[src/rtl/pid_controller_izone_macros.svh]
// Assertion shorthands for the PID block, clocked on clk and held off by rst.
`ifndef PID_CONTROLLER_IZONE_MACROS_SVH
`define PID_CONTROLLER_IZONE_MACROS_SVH

// Consequent holds in the same cycle as the antecedent.
`define PCI_ASSERT_IMP(lbl, ante, cons, msg) \
  lbl: assert property (@(posedge clk) disable iff (rst) (ante) |-> (cons)) \
    else $error(msg);

// Consequent holds in the cycle after the antecedent.
`define PCI_ASSERT_NEXT(lbl, ante, cons, msg) \
  lbl: assert property (@(posedge clk) disable iff (rst) (ante) |=> (cons)) \
    else $error(msg);

`endif

[src/rtl/pci_pkg.sv]
`default_nettype none

package pci_pkg;

  localparam int DATA_W     = 16;
  localparam int ERR_W      = DATA_W + 1;
  localparam int TIME_W     = 32;
  localparam int GAIN_W     = 24;
  localparam int CFG_IDX_W  = 3;
  localparam int CFG_DATA_W = GAIN_W;
  localparam int MUL_W      = 32;
  localparam int DERIV_FRAC = 16;
  localparam int DIV_W      = DATA_W + DERIV_FRAC;
  localparam int V_W        = 64;
  localparam int PROD_E_W   = DATA_W + TIME_W;

  localparam int GAIN_FRAC_BITS_DEF = 16;
  localparam int INTEGRAL_WIDTH_DEF = 48;

  localparam logic [V_W-1:0] I_CLAMP = V_W'(1) << 60;

  localparam logic signed [DATA_W-1:0] DRIVE_POS_SAT = 16'sh7FFF;
  localparam logic signed [DATA_W-1:0] DRIVE_NEG_SAT = 16'sh8000;

  localparam logic ACT_STEP    = 1'b0;
  localparam logic ACT_RESTART = 1'b1;

  localparam logic [CFG_IDX_W-1:0] REG_GAIN_P         = 3'd0;
  localparam logic [CFG_IDX_W-1:0] REG_GAIN_I         = 3'd1;
  localparam logic [CFG_IDX_W-1:0] REG_GAIN_D         = 3'd2;
  localparam logic [CFG_IDX_W-1:0] REG_INTEGRAL_INNER = 3'd3;
  localparam logic [CFG_IDX_W-1:0] REG_INTEGRAL_OUTER = 3'd4;
  localparam logic [CFG_IDX_W-1:0] REG_MIN_DRIVE      = 3'd5;
  localparam logic [CFG_IDX_W-1:0] REG_MAX_DRIVE      = 3'd6;

  typedef enum logic [3:0] {
    ST_IDLE,
    ST_SETUP,
    ST_MUL_P,
    ST_MUL_E,
    ST_INTEG,
    ST_IMAG,
    ST_MUL_I0,
    ST_MUL_I1,
    ST_IACC,
    ST_IADD,
    ST_DIV_WAIT,
    ST_MUL_D,
    ST_DSUB,
    ST_MAG,
    ST_LIM,
    ST_EMIT
  } pci_state_t;

  typedef struct packed {
    logic busy;
    logic done;
  } pci_div_stat_t;

endpackage

`default_nettype wire

[src/rtl/pci_mul.sv]
`default_nettype none

module pci_mul
  import pci_pkg::*;
(
  input  wire logic               clk,
  input  wire logic [MUL_W-1:0]   a,
  input  wire logic [MUL_W-1:0]   b,
  output logic      [2*MUL_W-1:0] p
);

  always_ff @(posedge clk) begin
    p <= a * b;
  end

endmodule

`default_nettype wire

[src/rtl/pci_div.sv]
`default_nettype none

module pci_div
  import pci_pkg::*;
(
  input  wire logic             clk,
  input  wire logic             rst,
  input  wire logic             start,
  input  wire logic [DIV_W-1:0] dividend,
  input  wire logic [DIV_W-1:0] divisor,
  output logic      [DIV_W-1:0] quotient,
  output pci_div_stat_t         stat
);

  localparam int CNT_W = $clog2(DIV_W + 1);

  logic [DIV_W-1:0] rem;
  logic [DIV_W-1:0] dvs;
  logic [CNT_W-1:0] cnt;
  logic             busy;
  logic             done;
  logic [DIV_W:0]   shifted;
  logic             fits;

  // restoring divide, one quotient bit per cycle
  always_comb begin
    shifted = {rem, quotient[DIV_W-1]};
    fits    = shifted >= {1'b0, dvs};
  end

  always_ff @(posedge clk) begin
    if (rst) begin
      busy <= 1'b0;
      done <= 1'b0;
      cnt  <= '0;
    end else if (start) begin
      busy <= 1'b1;
      done <= 1'b0;
      cnt  <= CNT_W'(DIV_W);
    end else if (busy) begin
      cnt <= cnt - CNT_W'(1);
      if (cnt == CNT_W'(1)) begin
        busy <= 1'b0;
        done <= 1'b1;
      end
    end
  end

  always_ff @(posedge clk) begin
    if (start) begin
      rem      <= '0;
      dvs      <= divisor;
      quotient <= dividend;
    end else if (busy) begin
      rem      <= fits ? DIV_W'(shifted - {1'b0, dvs}) : shifted[DIV_W-1:0];
      quotient <= {quotient[DIV_W-2:0], fits};
    end
  end

  assign stat.busy = busy;
  assign stat.done = done;

endmodule

`default_nettype wire

[src/rtl/pid_controller_izone.sv]
// PID controller with an integration window and drive magnitude limits.
//
// Item channel: item_valid / item_stall carry action, setpoint, measured
// and now_ms. The block takes one item, works on it, then takes the next;
// item_stall is high for the whole of that work.
// Result channel: result_valid / result_stall carry ran and drive from one
// output register, so the next item is taken while a result still waits.
// From item transfer to result_valid: a restart or skipped step goes
// from setup straight to the result, a proportional-only step adds the
// proportional product and the limits, and a full PID step adds the
// integral terms and, but on a first run, which has no derivative, the
// 32-step bit-serial divider that forms the derivative. One shared 32x32
// multiplier, one product per cycle, forms all products. A new item is
// taken only when the last is done; a stalled result holds its value and
// the block waits to load its next result until that one transfers.
// Configuration: cfg_we writes cfg_data into register cfg_index; the user
// must write only while the block is idle, which the block does not enforce.
// Reset (rst, synchronous): gains 0, limits disabled, history cleared,
// first-run set, no result pending.
`default_nettype none
`include "pid_controller_izone_macros.svh"

module pid_controller_izone
  import pci_pkg::*;
#(
  parameter int GAIN_FRAC_BITS = GAIN_FRAC_BITS_DEF,
  parameter int INTEGRAL_WIDTH = INTEGRAL_WIDTH_DEF
) (
  input  wire logic                     clk,
  input  wire logic                     rst,
  input  wire logic                     cfg_we,
  input  wire logic [CFG_IDX_W-1:0]     cfg_index,
  input  wire logic [CFG_DATA_W-1:0]    cfg_data,
  input  wire logic                     item_valid,
  output logic                          item_stall,
  input  wire logic                     action,
  input  wire logic signed [DATA_W-1:0] setpoint,
  input  wire logic signed [DATA_W-1:0] measured,
  input  wire logic [TIME_W-1:0]        now_ms,
  output logic                          result_valid,
  input  wire logic                     result_stall,
  output logic                          ran,
  output logic signed [DATA_W-1:0]      drive
);

  localparam int IW    = INTEGRAL_WIDTH;
  localparam int SUM_W = ((IW > PROD_E_W + 1) ? IW : PROD_E_W + 1) + 1;
  localparam int ACC_W = 2 * MUL_W + GAIN_W + 1;
  localparam logic signed [SUM_W-1:0] INT_LIM =
    {{(SUM_W - IW + 1){1'b0}}, {(IW - 1){1'b1}}};
  localparam logic signed [SUM_W-1:0] INT_LIM_NEG = -INT_LIM;

  // configuration
  logic [GAIN_W-1:0]        gain_p, gain_i, gain_d;
  logic signed [ERR_W-1:0]  integral_inner, integral_outer;
  logic signed [DATA_W-1:0] min_drive, max_drive;

  // controller history
  logic [TIME_W-1:0]        last_time;
  logic signed [DATA_W-1:0] last_measured;
  logic signed [ERR_W-1:0]  current_error;
  logic signed [IW-1:0]     integral_sum;
  logic                     first_pass;
  logic signed [DATA_W-1:0] held_drive;

  // item and work registers
  pci_state_t               state, state_next;
  logic                     act_r;
  logic signed [DATA_W-1:0] sp_r, ms_r;
  logic [TIME_W-1:0]        now_r;
  logic [DATA_W-1:0]        err_mag;
  logic                     err_neg;
  logic [TIME_W-1:0]        dt_r;
  logic                     pid_mode, use_deriv, integ_en, deriv_neg, ran_r;
  logic signed [V_W-1:0]    vacc;
  logic [ACC_W-1:0]         acc;
  logic [IW-1:0]            imag;
  logic                     int_neg;
  logic [V_W-1:0]           vmag;
  logic                     v_neg;

  // shared units
  logic [MUL_W-1:0]         mul_a, mul_b;
  logic [2*MUL_W-1:0]       mul_p;
  logic                     div_start;
  logic [DIV_W-1:0]         div_quo;
  pci_div_stat_t            div_stat;

  // setup decode
  logic signed [ERR_W-1:0]  err_s, diff_s, err_abs, diff_abs;
  logic [TIME_W-1:0]        dt;
  logic                     pid_now, restart, skip, sign_change, window, both_off;
  logic signed [ERR_W-1:0]  mag_s;

  // integral update
  logic [SUM_W-1:0]         prod_ext;
  logic signed [SUM_W-1:0]  addend, sum;

  // term shaping
  logic [2*MUL_W-1:0]       imag_ext;
  logic [V_W-1:0]           iterm, dterm, lo, hi, m1, m2, q;
  logic                     emit_now;

  pci_mul u_mul (
    .clk (clk),
    .a   (mul_a),
    .b   (mul_b),
    .p   (mul_p)
  );

  pci_div u_div (
    .clk      (clk),
    .rst      (rst),
    .start    (div_start),
    .dividend ({diff_abs[DATA_W-1:0], {DERIV_FRAC{1'b0}}}),
    .divisor  (dt),
    .quotient (div_quo),
    .stat     (div_stat)
  );

  always_comb begin
    err_s       = {sp_r[DATA_W-1], sp_r} - {ms_r[DATA_W-1], ms_r};
    diff_s      = {ms_r[DATA_W-1], ms_r} - {last_measured[DATA_W-1], last_measured};
    err_abs     = err_s[ERR_W-1] ? -err_s : err_s;
    diff_abs    = diff_s[ERR_W-1] ? -diff_s : diff_s;
    dt          = now_r - last_time;
    pid_now     = (gain_i != '0) || (gain_d != '0);
    restart     = act_r == ACT_RESTART;
    skip        = !restart && pid_now && !first_pass && (dt == '0);
    sign_change = (err_s[ERR_W-1] != current_error[ERR_W-1]) ||
                  ((err_s == '0) != (current_error == '0));
    mag_s       = $signed({1'b0, err_abs[DATA_W-1:0]});
    window      = (err_abs != '0) && (mag_s > integral_inner) &&
                  (mag_s < integral_outer);
    both_off    = integral_inner[ERR_W-1] && integral_outer[ERR_W-1];
  end

  always_comb begin
    prod_ext = SUM_W'(mul_p[PROD_E_W-1:0]);
    addend   = err_neg ? -$signed(prod_ext) : $signed(prod_ext);
    sum      = SUM_W'(integral_sum) + addend;
    imag_ext = (2 * MUL_W)'(imag);
    iterm    = (acc > ACC_W'(I_CLAMP)) ? I_CLAMP : acc[V_W-1:0];
    dterm    = mul_p >> DERIV_FRAC;
    lo       = V_W'(min_drive[DATA_W-2:0]) << GAIN_FRAC_BITS;
    hi       = V_W'(max_drive[DATA_W-2:0]) << GAIN_FRAC_BITS;
    m1       = (!min_drive[DATA_W-1] && (vmag != '0) && (vmag < lo)) ? lo : vmag;
    m2       = (!max_drive[DATA_W-1] && (m1 > hi)) ? hi : m1;
    q        = m2 >> GAIN_FRAC_BITS;
  end

  // next state
  always_comb begin
    state_next = state;
    unique case (state)
      ST_IDLE:     if (item_valid) state_next = ST_SETUP;
      ST_SETUP:    state_next = (restart || skip) ? ST_EMIT : ST_MUL_P;
      ST_MUL_P:    state_next = ST_MUL_E;
      ST_MUL_E:    state_next = pid_mode ? ST_INTEG : ST_MAG;
      ST_INTEG:    state_next = ST_IMAG;
      ST_IMAG:     state_next = ST_MUL_I0;
      ST_MUL_I0:   state_next = ST_MUL_I1;
      ST_MUL_I1:   state_next = ST_IACC;
      ST_IACC:     state_next = ST_IADD;
      ST_IADD:     state_next = ST_DIV_WAIT;
      ST_DIV_WAIT: begin
        if (!use_deriv) state_next = ST_MAG;
        else if (div_stat.done) state_next = ST_MUL_D;
      end
      ST_MUL_D:    state_next = ST_DSUB;
      ST_DSUB:     state_next = ST_MAG;
      ST_MAG:      state_next = ST_LIM;
      ST_LIM:      state_next = ST_EMIT;
      ST_EMIT:     if (emit_now) state_next = ST_IDLE;
      default:     state_next = ST_IDLE;
    endcase
  end

  // sequencer outputs
  always_comb begin
    mul_a      = '0;
    mul_b      = '0;
    item_stall = state != ST_IDLE;
    emit_now   = (state == ST_EMIT) && (!result_valid || !result_stall);
    div_start  = (state == ST_SETUP) && !restart && !skip && pid_now && !first_pass;
    unique case (state)
      ST_MUL_P: begin
        mul_a = MUL_W'(err_mag);
        mul_b = MUL_W'(gain_p);
      end
      ST_MUL_E: begin
        mul_a = MUL_W'(err_mag);
        mul_b = MUL_W'(dt_r);
      end
      ST_MUL_I0: begin
        mul_a = imag_ext[MUL_W-1:0];
        mul_b = MUL_W'(gain_i);
      end
      ST_MUL_I1: begin
        mul_a = imag_ext[2*MUL_W-1:MUL_W];
        mul_b = MUL_W'(gain_i);
      end
      ST_MUL_D: begin
        mul_a = MUL_W'(div_quo);
        mul_b = MUL_W'(gain_d);
      end
      default: begin
        mul_a = '0;
        mul_b = '0;
      end
    endcase
  end

  always_ff @(posedge clk) begin
    if (rst) begin
      state <= ST_IDLE;
    end else begin
      state <= state_next;
    end
  end

  always_ff @(posedge clk) begin
    if (rst) begin
      gain_p         <= '0;
      gain_i         <= '0;
      gain_d         <= '0;
      integral_inner <= '1;
      integral_outer <= '1;
      min_drive      <= '1;
      max_drive      <= '1;
    end else if (cfg_we) begin
      unique case (cfg_index)
        REG_GAIN_P:         gain_p         <= cfg_data;
        REG_GAIN_I:         gain_i         <= cfg_data;
        REG_GAIN_D:         gain_d         <= cfg_data;
        REG_INTEGRAL_INNER: integral_inner <= cfg_data[ERR_W-1:0];
        REG_INTEGRAL_OUTER: integral_outer <= cfg_data[ERR_W-1:0];
        REG_MIN_DRIVE:      min_drive      <= cfg_data[DATA_W-1:0];
        REG_MAX_DRIVE:      max_drive      <= cfg_data[DATA_W-1:0];
        default: ;
      endcase
    end
  end

  // history
  always_ff @(posedge clk) begin
    if (rst) begin
      last_time     <= '0;
      last_measured <= '0;
      current_error <= '0;
      integral_sum  <= '0;
      first_pass    <= 1'b1;
      held_drive    <= '0;
    end else begin
      if (state == ST_SETUP) begin
        if (restart) begin
          current_error <= '0;
          integral_sum  <= '0;
          last_measured <= '0;
          last_time     <= now_r;
          first_pass    <= 1'b1;
        end else if (!skip) begin
          if (pid_now) begin
            last_time <= now_r;
            if (sign_change) integral_sum <= '0;
          end
          current_error <= err_s;
          last_measured <= ms_r;
          first_pass    <= 1'b0;
        end
      end
      if (state == ST_INTEG && integ_en) begin
        if (sum > INT_LIM) integral_sum <= INT_LIM[IW-1:0];
        else if (sum < INT_LIM_NEG) integral_sum <= INT_LIM_NEG[IW-1:0];
        else integral_sum <= sum[IW-1:0];
      end
      if (state == ST_LIM) begin
        if (v_neg) begin
          held_drive <= (q >= V_W'(32768)) ? DRIVE_NEG_SAT : DATA_W'(-q[DATA_W-1:0]);
        end else begin
          held_drive <= (q > V_W'(32767)) ? DRIVE_POS_SAT : $signed(q[DATA_W-1:0]);
        end
      end
    end
  end

  // work registers
  always_ff @(posedge clk) begin
    if (state == ST_IDLE && item_valid) begin
      act_r <= action;
      sp_r  <= setpoint;
      ms_r  <= measured;
      now_r <= now_ms;
    end
    case (state)
      ST_SETUP: begin
        err_mag   <= err_abs[DATA_W-1:0];
        err_neg   <= err_s[ERR_W-1];
        dt_r      <= dt;
        pid_mode  <= pid_now;
        use_deriv <= pid_now && !first_pass;
        integ_en  <= window || both_off;
        deriv_neg <= diff_s[ERR_W-1];
        ran_r     <= !restart && !skip;
      end
      ST_MUL_E:  vacc <= err_neg ? -$signed(mul_p) : $signed(mul_p);
      ST_IMAG: begin
        int_neg <= integral_sum[IW-1];
        imag    <= integral_sum[IW-1] ? IW'(-integral_sum) : IW'(integral_sum);
      end
      ST_MUL_I1: acc <= ACC_W'(mul_p);
      ST_IACC:   acc <= acc + (ACC_W'(mul_p) << MUL_W);
      ST_IADD:   vacc <= int_neg ? vacc - $signed(iterm) : vacc + $signed(iterm);
      ST_DSUB:   vacc <= deriv_neg ? vacc + $signed(dterm) : vacc - $signed(dterm);
      ST_MAG: begin
        v_neg <= vacc[V_W-1];
        vmag  <= vacc[V_W-1] ? V_W'(-vacc) : V_W'(vacc);
      end
      default: ;
    endcase
  end

  // output register
  always_ff @(posedge clk) begin
    if (rst) begin
      result_valid <= 1'b0;
    end else if (emit_now) begin
      result_valid <= 1'b1;
    end else if (!result_stall) begin
      result_valid <= 1'b0;
    end
  end

  always_ff @(posedge clk) begin
    if (emit_now) begin
      ran   <= ran_r;
      drive <= held_drive;
    end
  end

  `PCI_ASSERT_NEXT(a_busy_after_transfer, item_valid && !item_stall, item_stall,
    "item taken but block did not go busy")
  `PCI_ASSERT_IMP(a_div_start_idle, div_start, !div_stat.busy,
    "divider started while busy")
  `PCI_ASSERT_IMP(a_result_from_emit, $rose(result_valid), $past(state) == ST_EMIT,
    "result loaded outside emit")
  `PCI_ASSERT_IMP(a_skip_holds_integral, $past(state) == ST_EMIT && !$past(ran_r) &&
    $past(act_r) == ACT_STEP, $stable(integral_sum),
    "skipped step changed the integral")

endmodule

`default_nettype wire

[config.mk]
export PLATFORM = sky130hd
export DESIGN_NAME = pid_controller_izone
export DESIGN_NICKNAME = d
export VERILOG_FILES = /design/src/rtl/pci_pkg.sv /design/src/rtl/pci_mul.sv /design/src/rtl/pci_div.sv /design/src/rtl/pid_controller_izone.sv
export VERILOG_INCLUDE_DIRS = /design/src /design/src/rtl
export SDC_FILE = /design/constraint.sdc
export NUM_CORES = 2
export LEC_CHECK = 0
export ABC_AREA = 0
export BUFFER_PORTS_ARGS = -buffer_cell sky130_fd_sc_hd__clkbuf_2
export CAP_MARGIN = 20
export CORE_MARGIN = 8
export CORE_UTILIZATION = 50
export CTS_BUF_LIST = sky130_fd_sc_hd__clkbuf_16
export DETAILED_ROUTE_END_ITERATION = 10
export GPL_ROUTABILITY_DRIVEN = 0
export HOLD_SLACK_MARGIN = 0.03
export PLACE_DENSITY = 0.66
export SYNTH_ARGS = -nofsm -noshare
export SYNTH_HDL_FRONTEND = slang
export SYNTH_SLANG_ARGS = --single-unit
[constraint.sdc]
create_clock -name clk -period 12.5 [get_ports clk]
set_input_delay 2.5 -clock clk [delete_from_list [all_inputs] [get_ports clk]]
set_output_delay 2.5 -clock clk [all_outputs]
set_load 0.05 [all_outputs]
==> out/metrics.yaml <==
outcome: "finished clean"
drive_gt1_frac: 0.0539
dpl_cell_area_sq_um: 90600
ant_nets: 0
fmax_mhz: 90.7
clkSinkCount: 844
start_util: 0.503
worstHoldStart: "held_drive[5]"
vias_per_cell: 6.00
path_class: "reg2reg"
avgSynthCellArea_sq_um: 8.82
end_kind: "flip-flop"
crit_slowest_cell: "and4_1"
grt_max_degree: 99
path_clk_slew_ps: 60
drcViolationCount: 0
syn_area_sq_um: 87200
slowest_delay_ps: 860
cp.required_ps: 13110
holdPathStages: 0
fin_area_sq_um: 93800
crit_arrival_ps: 11630
fp-row-count: 153
period_minus_slack_ps: 11020
antenna_found_initial: 10
track_usage: 0.303
async_flop_share: 0
hold_violations: 0
ctsRootBufferMaster: "clkbuf_16"
power.leakage_nw: 41.9
finalClockSkew_ps: 43.1
synthCells: 9893
cts.path.max_buffers: 3
fin_setup_tns_ps: 0
core_area_sq_um: 174000
vias: 73900
synth_edf_count: 451
io_buffers: 115
worstPathMaxFanout: 23
rsz0062_at_grt: "no"
cts_inserted_buffers: 92
grt_pass1_vias: 73800
cp_top_family: "adder cells"
io_pins: 116
cp.buffers_inverters: 5
hold_end: "drive[5]"
wl_um: 287000
dieArea_sq_um: 188000
r2r_slack_ps: 1480
clkLatencyLatePin_ps: 760
setup_viol: 0
grt_pass1_wl_um: 442000
cap_violations: 0
r2r_end: "u_mul.p[58]"
yosysWarnings: 0
drt-wirelength-per-cell_um: 23.3
fin_nets: 11500
r2r-start: "state[3]"
final_max_slew_viol_count: 0
cts_hold_buf: 0
tritoncts: "done"
synth-seq-cells: 844
crit_top_cell: "fa_1"
drt_pre_antenna_iters: 9
dieHeight_um: 434
r2r_cells: 31
gr-total-overflow: 0
htree_levels: 3
min_period_over_period: 0.882
syn_to_final_growth_pct: 7.47
yosysUniqueCellTypes: 101
ys_seq_area_frac: 0.245
cts_setup_buffers: 0
ctsResizeCount: 0
worst_setup_path_start_kind: "flip-flop"
synth-main-ff-cell: "edfxtp_1"
die_w_um: 434
irDropWorstVdd_v: 0.000211
power_density_nw_per_um2: 156
drt_iter0_markers: 7776
maxSlewHeadroom: 0.203
hp-class: "reg2reg"
hpwlAfterDp_um: 227000
tightestPinTransition_ps: 1180
## state kept, by name, summed over array words and instances (netlist names), 17 cells and up
| register | count |
|---|---|
| gain_i | 24 |
| u_div.quotient | 32 |
| gain_d | 24 |
| vmag | 64 |
| gain_p | 24 |
| u_mul.p | 64 |
| now_r | 32 |
| imag | 48 |
| dt_r | 32 |
| integral_sum | 48 |
| integral_inner | 17 |
| integral_outer | 17 |
| current_error | 17 |
| acc | 89 |
| vacc | 64 |
| last_time | 32 |
| u_div.dvs | 32 |
| u_div.rem | 32 |
## cell families after synthesis
kind of cell / share of synthesized area
XOR/XNOR: 0.0617
adder cells (fa/ha/maj): 0.293
AO/OA/AOI/OAI: 0.135
other: 0.0000861
buffers and inverters: 0.0720
multiplexers: 0.0148
flip-flops: 0.245
AND/OR/NAND/NOR: 0.178
## synthesized netlist by cell type, types with 146 or more instances
cell / number / area [sq um]
fa_1: 903 / 18100
inv_1: 1201 / 4510
xnor2_1: 428 / 3750
nor3_1: 146 / 731
xor2_1: 185 / 1620
nand2_1: 1171 / 4400
o21ai_0: 326 / 1630
a21oi_1: 526 / 2630
dfxtp_1: 393 / 7870
a21o_1: 205 / 1540
clkbuf_1: 416 / 1560
edfxtp_1: 451 / 13500
nor2_1: 1049 / 3940
ha_1: 597 / 7470
## stage by stage
stage	total power (W)	setup WS [ps]	hold slack, ps	std cells	utilization
after floorplan	0.00932	2310	400	10000	-
after global placement	0.0114	1840	417	12100	0.521
after detailed placement	0.0115	1660	421	12100	0.522
after CTS	0.0144	1600	419	12300	0.539
after global routing	0.0156	930	437	12300	0.540
final	0.0147	1480	418	12300	0.540
## worst reg2reg max path: cells and delay by family, from the launching register on
kind / cells / cell delay, ps
xor+xnor: 1 / 90
buf+inv: 5 / 600
compound gates: 8 / 2170
flops: 1 / 830
fa+ha+maj: 9 / 4710
simple gates: 8 / 2480
## worst max-delay path by stage
stage | cells after the start | endpoint | from | slack, ps
6_report | 31 | u_mul.p[58] | state[3] | 1480
4_1_cts | 31 | u_mul.p[58] | state[3] | 1600
3_3_place_gp | 31 | u_mul.p[58] | state[3] | 1840
5_1_grt | 31 | u_mul.p[58] | state[3] | 930
3_5_place_dp | 31 | u_mul.p[58] | state[3] | 1660
2_1_floorplan | 33 | u_mul.p[58] | state[1] | 2310
## per-layer routing
layer  routed length (um)  share of wire  track usage
met2               123000           0.43        0.460
met4                21100          0.074        0.177
met1               112000           0.39        0.394
met3                29900           0.10       0.0746
met5                   35        0.00012            0
## cell type report
type                            instances  area (sq um)
Sequential cell                       844         21400
Multi-Input combinational cell       7515         60200
Antenna cell                            6          15.0
Clock buffer                           96          2400
Clock inverter                         78           714
Fill cell                           15800         79900
Tap cell                             2325          2910
Timing Repair Buffer                  249          1640
Inverter                             1203          4520
## cells in the final DEF (no fill, tap or decap), types with 29 or more instances in the layout
cell type and instances:
inv_1 1215, nand2_1 1169, nor2_1 1044, fa_1 903
ha_1 597, a21oi_1 525, edfxtp_1 451, xnor2_1 428
dfxtp_1 392, o21ai_0 326, a21o_1 205, xor2_1 185
nor3_1 137, conb_1 128, buf_4 127, a31oi_1 119
clkbuf_2 115, nand3_1 111, nand4_1 105, mux2i_1 102
nor4_1 97, clkbuf_16 96, nand2b_1 91, or3_1 85
a211oi_1 74, o21a_1 73, o31ai_1 72, nor2b_1 70
nand3b_1 66, and2_1 64, and4_1 61, and3_1 54
a22o_1 50, o21bai_1 39, a211o_1 38, or4_1 36
or2_2 34, o41ai_1 30, o22ai_1 29
## power breakdown
part	leakage, nW	total (W)	switching (W)	internal, W
logic	32.9	0.00782	0.00494	0.00288
clock network	1.58	0.00283	0.00128	0.00155
registers	7.37	0.00402	0.000527	0.00350
(Power assumes the default switching activity.)
